<file path="config.mk">
export PLATFORM = sky130hd
export DESIGN_NAME = exact_size_block_allocator_top_flat
export DESIGN_NICKNAME = d
export VERILOG_FILES = /design/src/rtl/esa_pkg.sv /design/src/rtl/esa_req_if.sv /design/src/rtl/esa_rsp_if.sv /design/src/rtl/exact_size_block_allocator_top.sv /design/src/flat_wrapper.sv
export SDC_FILE = /design/constraint.sdc
export NUM_CORES = 2
export LEC_CHECK = 0
export BUFFER_PORTS_ARGS = -buffer_cell sky130_fd_sc_hd__buf_2
export CORE_MARGIN = 10
export CORE_UTILIZATION = 45
export CTS_BUF_LIST = sky130_fd_sc_hd__clkbuf_4 sky130_fd_sc_hd__clkbuf_8
export CTS_CLUSTER_SIZE = 12
export DETAILED_ROUTE_END_ITERATION = 10
export MAX_ROUTING_LAYER = met4
export SYNTH_ARGS = -nofsm -noshare
export SYNTH_HDL_FRONTEND = slang
export SYNTH_MEMORY_MAX_BITS = 65536
export SYNTH_SLANG_ARGS = --single-unit
</file>
<file path="constraint.sdc">
create_clock -name clk -period 20.3 [get_ports clk]
set_input_delay 1.015 -clock clk [delete_from_list [all_inputs] [get_ports clk]]
set_output_delay 1.015 -clock clk [all_outputs]
set_load 0.01 [all_outputs]
</file>
<file path="src/rtl/esa_pkg.sv">
// ----------------------------------------------------------------------------
// esa_pkg
// Shared sizes, codes and types of the exact-size block allocator.
// ----------------------------------------------------------------------------
package esa_pkg;

	localparam int MAX_BLOCKS   = 64;
	localparam int HEADER_BYTES = 24;

	localparam int ADDR_W    = 32;
	localparam int SIZE_W    = 32;
	localparam int IDX_BITS  = $clog2(MAX_BLOCKS);
	localparam int CNT_BITS  = $clog2(MAX_BLOCKS + 1);
	localparam int CFG_IDX_W = 2;
	localparam int CFG_DATA_W = 32;

	localparam logic [CFG_IDX_W-1:0] CFG_HEAP_BASE  = CFG_IDX_W'(0);
	localparam logic [CFG_IDX_W-1:0] CFG_HEAP_LIMIT = CFG_IDX_W'(1);

	localparam logic [ADDR_W-1:0] HEAP_BASE_RESET  = ADDR_W'(65536);
	localparam logic [ADDR_W-1:0] HEAP_LIMIT_RESET = ADDR_W'(1048576);

	localparam logic MODE_ALLOC = 1'b0;
	localparam logic MODE_FREE  = 1'b1;

	typedef enum logic [2:0] {
		ST_REUSED   = 3'd0,
		ST_NEW      = 3'd1,
		ST_FREED    = 3'd2,
		ST_ZERO     = 3'd3,
		ST_NOSPACE  = 3'd4,
		ST_NULLFREE = 3'd5,
		ST_UNKNOWN  = 3'd6
	} status_t;

	typedef struct packed {
		logic [SIZE_W-1:0] size;
		logic [ADDR_W-1:0] address;
		logic              free;
	} entry_t;

endpackage

</file>
<file path="src/rtl/esa_req_if.sv">
// ----------------------------------------------------------------------------
// esa_req_if
// Request channel of the allocator: allocate or free, with its operands.
// ----------------------------------------------------------------------------
interface esa_req_if;
	logic                      valid;
	logic                      ready;
	logic                      mode;
	logic [esa_pkg::SIZE_W-1:0] request_size;
	logic [esa_pkg::ADDR_W-1:0] block_address;

	modport source (output valid, output mode, output request_size,
		output block_address, input ready);
	modport sink (input valid, input mode, input request_size,
		input block_address, output ready);
endinterface

</file>
<file path="src/rtl/esa_rsp_if.sv">
// ----------------------------------------------------------------------------
// esa_rsp_if
// Result channel of the allocator: payload address and status code.
// ----------------------------------------------------------------------------
interface esa_rsp_if;
	logic                       valid;
	logic                       ready;
	logic [esa_pkg::ADDR_W-1:0] payload_address;
	logic [2:0]                 status;

	modport source (output valid, output payload_address, output status, input ready);
	modport sink (input valid, input payload_address, input status, output ready);
endinterface

</file>
<file path="src/rtl/exact_size_block_allocator_top.sv">
// ----------------------------------------------------------------------------
// exact_size_block_allocator_top
// Heap block allocator with a table of exact-size blocks in creation order.
// ----------------------------------------------------------------------------
// The allocator takes one request at a time and gives exactly one result per
// request. Allocate and free requests walk the block table, which sits in a
// memory with one read port, one write port and a registered read, one entry
// per cycle. An allocate that finds no free entry of its size goes on through
// an append and a commit step to add a new block; a zero-size allocate or a
// null free skips the scan and goes straight to the result. The scan time is
// set by the table memory's single read port. Results wait in an output
// register, so a new request is taken as soon as the previous one has been
// handed over to it. The user must write heap_base and heap_limit through the
// plain configuration port only while the block is idle; the block itself
// does not enforce this. A heap_base write also moves the break pointer while
// the table is empty.
// ----------------------------------------------------------------------------
module exact_size_block_allocator_top (
	input  logic                               clk,
	input  logic                               arst_n,
	input  logic                               cfg_we,
	input  logic [esa_pkg::CFG_IDX_W-1:0]      cfg_index,
	input  logic [esa_pkg::CFG_DATA_W-1:0]     cfg_data,
	esa_req_if.sink                            req,
	esa_rsp_if.source                          rsp
);

	localparam int END_W = esa_pkg::ADDR_W + 2;

	// One-hot sequencer states.
	typedef enum logic [4:0] {
		S_IDLE   = 5'b00001,
		S_SCAN   = 5'b00010,
		S_APPEND = 5'b00100,
		S_COMMIT = 5'b01000,
		S_RESP   = 5'b10000
	} state_t;

	state_t state_q;

	// Configuration and heap state.
	logic [esa_pkg::ADDR_W-1:0]   heap_limit_q;
	logic [esa_pkg::ADDR_W-1:0]   break_q;
	logic [esa_pkg::CNT_BITS-1:0] count_q;

	// The latched request.
	logic                         mode_q;
	logic [esa_pkg::SIZE_W-1:0]   size_q;
	logic [esa_pkg::ADDR_W-1:0]   where_q;

	// Scan pointer and the compare stage, which checks an entry in the cycle after its memory read.
	logic [esa_pkg::CNT_BITS-1:0] rd_q;
	logic                         chk_valid_s1;
	logic [esa_pkg::IDX_BITS-1:0] chk_idx_s1;

	// Append computation, registered between the add and the limit compare.
	logic [END_W-1:0]             end_q;
	logic [esa_pkg::ADDR_W-1:0]   new_addr_q;
	logic                         full_q;

	// Result waiting for the output register, and the output register itself.
	logic [esa_pkg::ADDR_W-1:0]   res_addr_q;
	esa_pkg::status_t             res_status_q;
	logic                         out_valid_q;
	logic [esa_pkg::ADDR_W-1:0]   out_addr_q;
	esa_pkg::status_t             out_status_q;

	// Block table.
	esa_pkg::entry_t              mem [esa_pkg::MAX_BLOCKS];
	esa_pkg::entry_t              mem_rdata;
	esa_pkg::entry_t              mem_wdata;
	logic                         mem_we;
	logic                         mem_re;
	logic [esa_pkg::IDX_BITS-1:0] mem_waddr;
	logic [esa_pkg::IDX_BITS-1:0] mem_raddr;

	logic accept;
	logic hit;
	logic more;
	logic out_load;
	logic no_space;

	assign accept   = req.valid && req.ready;
	assign req.ready = (state_q == S_IDLE);

	// A free matches on payload address; an allocate needs a free entry of the exact size.
	assign hit = chk_valid_s1 && ((mode_q == esa_pkg::MODE_FREE)
		? (mem_rdata.address == where_q)
		: (mem_rdata.free && (mem_rdata.size == size_q)));

	assign more = (rd_q < count_q);

	assign mem_re    = (state_q == S_SCAN) && more;
	assign mem_raddr = rd_q[esa_pkg::IDX_BITS-1:0];

	assign no_space = full_q || (end_q > {2'b00, heap_limit_q});

	// The table is written in two places: a hit rewrites the free mark of the
	// matched entry, and a successful append fills the entry at the count.
	always_comb begin
		mem_we    = 1'b0;
		mem_waddr = chk_idx_s1;
		mem_wdata = mem_rdata;
		if ((state_q == S_SCAN) && hit) begin
			mem_we         = 1'b1;
			mem_wdata.free = (mode_q == esa_pkg::MODE_FREE);
		end else if ((state_q == S_COMMIT) && !no_space) begin
			mem_we            = 1'b1;
			mem_waddr         = count_q[esa_pkg::IDX_BITS-1:0];
			mem_wdata.size    = size_q;
			mem_wdata.address = new_addr_q;
			mem_wdata.free    = 1'b0;
		end
	end

	always_ff @(posedge clk) begin
		if (mem_we) begin
			mem[mem_waddr] <= mem_wdata;
		end
		if (mem_re) begin
			mem_rdata <= mem[mem_raddr];
		end
	end

	assign out_load = (state_q == S_RESP) && (!out_valid_q || rsp.ready);

	// Sequencer and heap bookkeeping.
	always_ff @(posedge clk or negedge arst_n) begin
		if (!arst_n) begin
			state_q      <= S_IDLE;
			heap_limit_q <= esa_pkg::HEAP_LIMIT_RESET;
			break_q      <= esa_pkg::HEAP_BASE_RESET;
			count_q      <= '0;
			rd_q         <= '0;
			chk_valid_s1 <= 1'b0;
		end else begin
			if (cfg_we) begin
				unique case (cfg_index)
					esa_pkg::CFG_HEAP_BASE: begin
						if (count_q == '0) begin
							break_q <= cfg_data;
						end
					end
					esa_pkg::CFG_HEAP_LIMIT: begin
						heap_limit_q <= cfg_data;
					end
					default: begin
					end
				endcase
			end

			unique case (state_q)
				S_IDLE: begin
					if (accept) begin
						rd_q         <= '0;
						chk_valid_s1 <= 1'b0;
						if ((req.mode == esa_pkg::MODE_ALLOC) && (req.request_size == '0)) begin
							state_q <= S_RESP;
						end else if ((req.mode == esa_pkg::MODE_FREE)
								&& (req.block_address == '0)) begin
							state_q <= S_RESP;
						end else begin
							state_q <= S_SCAN;
						end
					end
				end
				S_SCAN: begin
					if (hit) begin
						chk_valid_s1 <= 1'b0;
						state_q      <= S_RESP;
					end else if (more) begin
						rd_q         <= rd_q + 1'b1;
						chk_valid_s1 <= 1'b1;
					end else if (chk_valid_s1) begin
						chk_valid_s1 <= 1'b0;
					end else if (mode_q == esa_pkg::MODE_FREE) begin
						state_q <= S_RESP;
					end else begin
						state_q <= S_APPEND;
					end
				end
				S_APPEND: begin
					state_q <= S_COMMIT;
				end
				S_COMMIT: begin
					if (!no_space) begin
						count_q <= count_q + 1'b1;
						break_q <= end_q[esa_pkg::ADDR_W-1:0];
					end
					state_q <= S_RESP;
				end
				S_RESP: begin
					if (out_load) begin
						state_q <= S_IDLE;
					end
				end
				default: begin
					state_q <= S_IDLE;
				end
			endcase
		end
	end

	// Request, scan and result payload.
	always_ff @(posedge clk) begin
		if (accept) begin
			mode_q     <= req.mode;
			size_q     <= req.request_size;
			where_q    <= req.block_address;
			res_addr_q <= '0;
			if (req.mode == esa_pkg::MODE_ALLOC) begin
				res_status_q <= esa_pkg::ST_ZERO;
			end else begin
				res_status_q <= esa_pkg::ST_NULLFREE;
			end
		end
		if (mem_re) begin
			chk_idx_s1 <= mem_raddr;
		end
		if ((state_q == S_SCAN) && hit) begin
			if (mode_q == esa_pkg::MODE_FREE) begin
				res_addr_q   <= '0;
				res_status_q <= esa_pkg::ST_FREED;
			end else begin
				res_addr_q   <= mem_rdata.address;
				res_status_q <= esa_pkg::ST_REUSED;
			end
		end else if ((state_q == S_SCAN) && !more && !chk_valid_s1) begin
			res_addr_q   <= '0;
			res_status_q <= esa_pkg::ST_UNKNOWN;
		end
		if (state_q == S_APPEND) begin
			// Without wrap: break + header + size needs two bits above the address.
			end_q      <= {2'b00, break_q} + END_W'(esa_pkg::HEADER_BYTES) + {2'b00, size_q};
			new_addr_q <= break_q + esa_pkg::ADDR_W'(esa_pkg::HEADER_BYTES);
			full_q     <= (count_q >= esa_pkg::CNT_BITS'(esa_pkg::MAX_BLOCKS));
		end
		if (state_q == S_COMMIT) begin
			if (no_space) begin
				res_addr_q   <= '0;
				res_status_q <= esa_pkg::ST_NOSPACE;
			end else begin
				res_addr_q   <= new_addr_q;
				res_status_q <= esa_pkg::ST_NEW;
			end
		end
		if (out_load) begin
			out_addr_q   <= res_addr_q;
			out_status_q <= res_status_q;
		end
	end

	// Output register: holds a result until the consumer takes it.
	always_ff @(posedge clk or negedge arst_n) begin
		if (!arst_n) begin
			out_valid_q <= 1'b0;
		end else if (out_load) begin
			out_valid_q <= 1'b1;
		end else if (rsp.ready) begin
			out_valid_q <= 1'b0;
		end
	end

	assign rsp.valid           = out_valid_q;
	assign rsp.payload_address = out_addr_q;
	assign rsp.status          = out_status_q;

`ifndef SYNTHESIS
	// The table never holds more entries than it has rows.
	a_count_bound: assert property (@(posedge clk) disable iff (!arst_n)
		count_q <= esa_pkg::CNT_BITS'(esa_pkg::MAX_BLOCKS))
		else $error("entry count beyond table depth");

	// The entry count only grows through a successful append.
	a_count_commit: assert property (@(posedge clk) disable iff (!arst_n)
		(count_q != $past(count_q)) |-> ($past(state_q) == S_COMMIT))
		else $error("entry count changed outside an append");

	// The table is written only on a scan hit or an append.
	a_write_state: assert property (@(posedge clk) disable iff (!arst_n)
		mem_we |-> ((state_q == S_SCAN) || (state_q == S_COMMIT)))
		else $error("table written outside scan or append");

	// A free never hands out an address.
	a_free_null: assert property (@(posedge clk) disable iff (!arst_n)
		(out_valid_q && (out_status_q == esa_pkg::ST_FREED)) |-> (out_addr_q == '0))
		else $error("free result carries an address");
`endif

endmodule
</file>
<file path="src/flat_wrapper.sv">
// flat-port wrapper written by rule: the top's interface ports become plain ports
module exact_size_block_allocator_top_flat 
  (clk, arst_n, cfg_we, cfg_index, cfg_data, req_valid, req_mode, req_request_size, req_block_address, req_ready, rsp_valid, rsp_payload_address, rsp_status, rsp_ready);
  esa_req_if req_i ();
  esa_rsp_if rsp_i ();
  input  logic clk;
  input  logic arst_n;
  input  logic cfg_we;
  input  logic [esa_pkg::CFG_IDX_W-1:0] cfg_index;
  input  logic [esa_pkg::CFG_DATA_W-1:0] cfg_data;
  input wire logic [$bits(req_i.valid)-1:0] req_valid;
  input wire logic [$bits(req_i.mode)-1:0] req_mode;
  input wire logic [$bits(req_i.request_size)-1:0] req_request_size;
  input wire logic [$bits(req_i.block_address)-1:0] req_block_address;
  output wire logic [$bits(req_i.ready)-1:0] req_ready;
  output wire logic [$bits(rsp_i.valid)-1:0] rsp_valid;
  output wire logic [$bits(rsp_i.payload_address)-1:0] rsp_payload_address;
  output wire logic [$bits(rsp_i.status)-1:0] rsp_status;
  input wire logic [$bits(rsp_i.ready)-1:0] rsp_ready;
  assign req_i.valid = req_valid;
  assign req_i.mode = req_mode;
  assign req_i.request_size = req_request_size;
  assign req_i.block_address = req_block_address;
  assign req_ready = req_i.ready;
  assign rsp_valid = rsp_i.valid;
  assign rsp_payload_address = rsp_i.payload_address;
  assign rsp_status = rsp_i.status;
  assign rsp_i.ready = rsp_ready;
  exact_size_block_allocator_top u_core (.clk(clk), .arst_n(arst_n), .cfg_we(cfg_we), .cfg_index(cfg_index), .cfg_data(cfg_data), .req(req_i), .rsp(rsp_i));
endmodule
</file>
# Word level (Yosys, flattened, before mapping)
# Memories as Yosys holds them, arrays and structs flattened. A register that Yosys moved wholly into a read port is not among the register bits.
# Cells that the tools add are included.
# op_classes
addsub,5
magnitude_cmp,3
n_eq_ne,14
muxes,47
n_bitwise,2
reduce_logical,29
# ops
cell,n
two-way mux 32 bit,11
two-way mux 65 bit,1
== test 32 bit,2
logical NOT 32 bit,2
two-way mux 64 bit,1
two-way mux 5 bit,8
adder 34 x 32 -> 34 bit,1
> comparator 34 x 32 -> 1 bit,1
"adder 32 x 5 -> 33 bit, second input constant",1
"adder 32 x 5 -> 32 bit, second input constant",1
one-hot mux 5 bit (5 select lines),1
two-way mux 7 bit,3
two-way mux 3 bit,6
"adder 7 x 1 -> 7 bit, second input constant",2
one-hot mux 7 bit (2 select lines),1
two-way mux 6 bit,2
logical AND 1 bit,11
two-way mux 1 bit,11
AND reduction 4 bit,2
"greater-or-equal comparator 7 bit, second input constant",1
logical NOT 7 bit,1
less-than comparator 7 bit,1
AND reduction 2 bit,3
"== test 5 x 1 -> 1 bit, second input constant",1
17 further kinds,25
# word_totals
ff_bits,293
mem_bits_rw,4160
inputBits,104
out_inout_bits,37
elab_cells,119
n_memories,1
# memory_table
name,words,word_bits,rd,rd_ports_with_merged_regs,write_ports,line,rtl
u_core.mem,64,65,1,1,1,exact_size_block_allocator_top.sv:69,esa_pkg::entry_t mem [esa_pkg::MAX_BLOCKS];

# Longest topological paths before layout
# logic_depth
word_depth,8
mapped_depth,17
ltp_nobuf,16

# Least setup slack after synthesis
# Ideal clock, no wire load.
# synth_timing
path_kind,reg2reg
start,register u_core.count_q[4] (netlist name)
end,register u_core.rd_q[5] (netlist name)
setup_time_ns,0.124
t_arrival_ns,8.104
t_required_ns,20.176
slack_ns,12.073
stages_incl_launch_ff,10
path_buffers,1
synth_period_minus_slack_ns,8.227
path_cell_list,dfrtp_1 -> clkbuf_1 -> inv_1 -> ha_1 -> a21oi_1 -> o21ai_1 -> a311oi_1 -> o21ai_0 -> or4_1 -> a21oi_1
# synth_between
elab_chain_len,3
# synth_lines
element,line,rtl
start: declaration,exact_size_block_allocator_top.sv:44,logic [esa_pkg::CNT_BITS-1:0] count_q;
start signal: assignment,exact_size_block_allocator_top.sv:187,count_q <= count_q + 1'b1;
less-than comparator 7 bit,exact_size_block_allocator_top.sv:91,assign more = (rd_q < count_q);
inequality test 2 x 1 -> 1 bit (no source line),-,
AND reduction 4 bit (no source line),-,
end signal: assignment,exact_size_block_allocator_top.sv:172,rd_q <= rd_q + 1'b1;
end: declaration,exact_size_block_allocator_top.sv:52,logic [esa_pkg::CNT_BITS-1:0] rd_q;
# No other way between the ends.
# A chain may end at the register's enable or synchronous reset.

# Worst setup path after layout
# layout_timing
start,register u_core.state_q[4]
end,"memory u_core.mem[2][30] (netlist name), enable pin"
# layout_between
elab_chain_len,6
word_cells_on_any_way,10
cone_classes,eq/ne (2); mux (6); reduce/logical (2)
# layout_lines
element,line,rtl
start: declaration,exact_size_block_allocator_top.sv:39,state_t state_q;
start signal: assignment,exact_size_block_allocator_top.sv:130,state_q <= S_IDLE;
start signal: assignment,exact_size_block_allocator_top.sv:158,state_q <= S_RESP;
start signal: assignment,exact_size_block_allocator_top.sv:161,state_q <= S_RESP;
== test 5 x 4 -> 1 bit,exact_size_block_allocator_top.sv:107,end else if ((state_q == S_COMMIT) && !no_space) begin
logical AND 1 bit,exact_size_block_allocator_top.sv:107,
two-way mux 1 bit,exact_size_block_allocator_top.sv:107,
two-way mux 1 bit,exact_size_block_allocator_top.sv:104,if ((state_q == S_SCAN) && hit) begin
two-way mux 1 bit,exact_size_block_allocator_top.sv:117,if (mem_we) begin
two-way mux 1 bit (implied by the code),exact_size_block_allocator_top.sv:118,mem[mem_waddr] <= mem_wdata;
end: declaration,exact_size_block_allocator_top.sv:69,
# Parallel ways exist; a longest one is shown, timed or not.

==> impl_metrics.yaml <==
routing:
  detail_route.drc_violations: 0
  drt_pre_antenna_iters: 5
  routedWlPerCell_um: 36.1
  routed_wl_um: 498000
  antenna_violating_nets_post_route: 0
  m1WireLength_um: 202000
  wl_met3_um: 49600
  iteration_0_drc_count_of_the_detailed_router: 12000
  num_vias: 86100
  highest_layer: "met4"
  route.detailed.vias_per_inst: 6.24
  dr_wl_met2_um: 232000
sta:
  finalHoldViolCount: 0
  clock_skew_ns: 0.0635
  final_period_minus_worst_setup_slack_ns: 7.55
  final_min_period_over_clock_period_pct: 37.2
  max_transition_viols_final: 0
  setup_tns_ns: 0
  final-setup-viol-count: 0
  rsz_0062_raised_after_global_routing: "false"
  achievable-frequency_ghz: 0.132
  max_slew_margin_pct: 3.94
  tightest_slew_ns: 1.44
clock_tree:
  clock_tree.root_cell: "sky130_fd_sc_hd__clkbuf_8"
  clock_input_transition_at_the_sequential_cells_of_the_worst_setup_and_hold_paths_ns: 0.07
  post_cts_resized: 0
  clk_latency_ns: 1.26
  tritoncts: "built"
  clock_tree.htree_level_count: 6
  clock-sinks: 4518
  numCtsBuffers: 708
  clockBufferDepth: 4
setup_path:
  cp.required_ns: 21.17
  criticalPathCategory: "register to register"
  startpoint_type: "register"
  worst-endpoint-arrival_ns: 8.42
  worst-path-max-fanout: 52
  cp-end-kind: "register"
synthesis:
  yosysTopAreaCellShare_pct: 76.2
  synthesis.area_um2: 175000
  count_of_state_elements_after_synthesis: 4518
  yosysSeqAreaShare_pct: 77.4
  synth_cell_types: 72
  synth-async-reset-ratio_pct: 1.88
  mappedNetlistNets: 7407
  netlist_instances: 7228
  synth_flop_cell: "sky130_fd_sc_hd__edfxtp_1"
  yosys.area.top_type: "sky130_fd_sc_hd__edfxtp_1"
  yosysWarnings: 0
  netlist_top_cells_area: "sky130_fd_sc_hd__edfxtp_1 76%, sky130_fd_sc_hd__mux4_2 18%, sky130_fd_sc_hd__dfrtp_1 1.2%"
  avgSynthCellArea_um2: 24.2
  synth-edff-count: 4433
global_routing:
  grt_overflow: 0
  grt_max_degree: 148
  groute.usage.overall_pct: 24.2
  number_of_antenna_violations_at_the_first_check_in_global_routing: 27
  number_of_global_route_vias_before_repair: 85700
  grt_first_pass_wirelength_um: 692000
final_layout:
  layout.core_utilization_pct: 51.1
  seq_area_um2: 135000
  layout-drive-gt1-share_pct: 35.3
  final_net_count: 8258
  final.fill_count: 29900
  multi_input_comb_area_um2: 38200
  area_growth_syn_to_layout_pct: 13.0
power:
  power.static_leakage_uw: 0.0602
  power.density_cell_area_nw_per_um2: 101
  vdd_ir_drop_max_uv: 69.0
floorplanning:
  core_area_um2: 386000
  rows: 228
  floorplan.initialDensity_pct: 45.2
  design.portCount: 141
  die-area_um2: 413000
  die_h_um: 643
  die_width_um: 643
place:
  place_congestion: 0.845
  port_buffers: 140
  detailed_place_hpwl_um: 274000
status:
  status: "completed"
flow_run:
  max-cap-violations: 0
worst_hold_path:
  timing.hold.worst.class: "input pin to register"
[layout by cell type, fill, tap and decap left out, types with 82 or more instances in the layout]
| cell type | instances |
|---|---|
| sky130_fd_sc_hd__clkbuf_4 | 227 |
| sky130_fd_sc_hd__nand2_1 | 84 |
| sky130_fd_sc_hd__clkbuf_8 | 739 |
| sky130_fd_sc_hd__mux4_2 | 1365 |
| sky130_fd_sc_hd__clkinv_2 | 82 |
| sky130_fd_sc_hd__buf_4 | 243 |
| sky130_fd_sc_hd__clkinv_1 | 157 |
| sky130_fd_sc_hd__buf_2 | 140 |
| sky130_fd_sc_hd__edfxtp_1 | 4433 |
| sky130_fd_sc_hd__mux2_2 | 97 |
| sky130_fd_sc_hd__dlygate4sd3_1 | 94 |
| sky130_fd_sc_hd__xnor2_1 | 82 |
[flip-flops by register name, summed over array words and instances (netlist names), 3 cells and up]
register,count
u_core.size_q,32
u_core.mem_rdata,65
u_core.rsp.payload_address,32
u_core.new_addr_q,32
u_core.res_status_q,3
u_core.rd_q,7
u_core.res_addr_q,32
u_core.mem,4160
u_core.heap_limit_q,32
u_core.state_q,5
u_core.break_q,32
u_core.where_q,32
u_core.count_q,7
u_core.chk_idx_s1,6
u_core.rsp.status,3
u_core.end_q,34
[what timing repair did]
item	in CTS	in global routing
buffers inserted	0	0
hold buffers	94	0
endpoints found under the hold margin	116	0
[kinds of logic (layout without fill, tap and decap cells)]
kind of cell	after synthesis	in the layout	share of synthesized area, %
AO/OA/AOI/OAI	247	247	0.971
flip-flops	4518	4518	77.4
XOR/XNOR	126	126	0.632
AND/OR/NAND/NOR	357	357	1.02
adder cells (fa/ha/maj)	75	75	0.542
multiplexers	1496	1496	18.4
buffers and inverters	409	1797	0.967
other	0	7	0
[area by class of cell]
class	count	area share [%]
clock inverters	281	0.783
repair buffers	487	1.86
clock buffers	966	6.02
well taps	5175	3.28
inverters	63	0.120
multi-input cells	2301	19.4
flip-flops and latches	4518	68.5
diodes	7	0.00888
[power breakdown]
| part | switching (µW) | internal [µW] | total, µW |
|---|---|---|---|
| Clock | 3550 | 3860 | 7410 |
| Sequential | 124 | 10300 | 10500 |
| Combinational | 1050 | 936 | 1990 |
[per-layer routing]
| metal | up-vias | GRT usage (%) |
|---|---|---|
| met5 | - | - |
| met4 | 0 | 6.34 |
| li1 | 33000 | - |
| met3 | 802 | 4.89 |
| met1 | 47200 | 34.4 |
| met2 | 5020 | 36.2 |
[through the flow]
stage          setup slack (ns)  total power (µW)  hold WS, ns  instances  cell area [µm²]
5_1_grt                   12.54             20500       0.0516      13800           197000
6_report                  12.75             19800        0.102      13800           197000
3_3_place_gp              12.90             12600        0.409      12400           183000
4_1_cts                   12.89             20000      0.00484      13800           197000
2_1_floorplan             12.07             12000        0.400       7228           175000
3_5_place_dp              12.91             12600        0.405      12500           183000
[critical path, stage by stage (launching register included)]
cell	delay [ns]
sky130_fd_sc_hd__dfrtp_1	0.43
sky130_fd_sc_hd__or3_1	0.43
sky130_fd_sc_hd__nor4b_2	0.53
sky130_fd_sc_hd__and3_1	0.25
sky130_fd_sc_hd__o211ai_1	0.15
sky130_fd_sc_hd__o31ai_4	1.03
sky130_fd_sc_hd__buf_4	0.76
sky130_fd_sc_hd__mux2i_2	0.49
sky130_fd_sc_hd__nand2_1	0.66
sky130_fd_sc_hd__nor2_4	0.84
sky130_fd_sc_hd__buf_4	0.87
sky130_fd_sc_hd__buf_4	0.54
[synth_stat cells (all sizes together) (3+ instances only)]
library cell  count
buf             155
nor3             20
o211ai            8
a21oi            47
mux2             97
and3             21
nand3            24
dfstp             3
nor2b             6
or3               9
nand4            27
a21o             19
a31oi             8
nand2b           11
o2111ai           3
dfrtp            82
a311oi            4
a211oi            7
a41oi             5
nand2            84
o31ai             5
o21bai            7
xnor2            82
edfxtp         4433
o31a              3
mux2i            34
mux4           1365
nand3b            5
o21a              6
inv              62
o21ai            72
nor3b             7
clkbuf          191
nor4             28
a22o             33
xor2             44
ha               74
nor4b             5
or4               3
nor2            101
and2              3
[final timing paths]
| check | end | slack, ns | startpoint | cells after the start |
|---|---|---|---|---|
| worst max register to register | u_core.mem[2][30] | 12.75 | u_core.state_q[4] | 11 |
| min in group asynchronous | u_core.heap_limit_q[25] | 0.24 | arst_n | 2 |
| worst min register to register | u_core.rsp.payload_address[30] | 0.42 | u_core.res_addr_q[30] | 0 |
| worst max-delay path | u_core.mem[2][30] | 12.75 | u_core.state_q[4] | 11 |
| worst min-delay path | u_core.heap_limit_q[31] | 0.10 | cfg_data[31] | 2 |
| max in group asynchronous | u_core.rd_q[1] | 18.76 | arst_n | 3 |
Power figures use the tool's default switching activity.
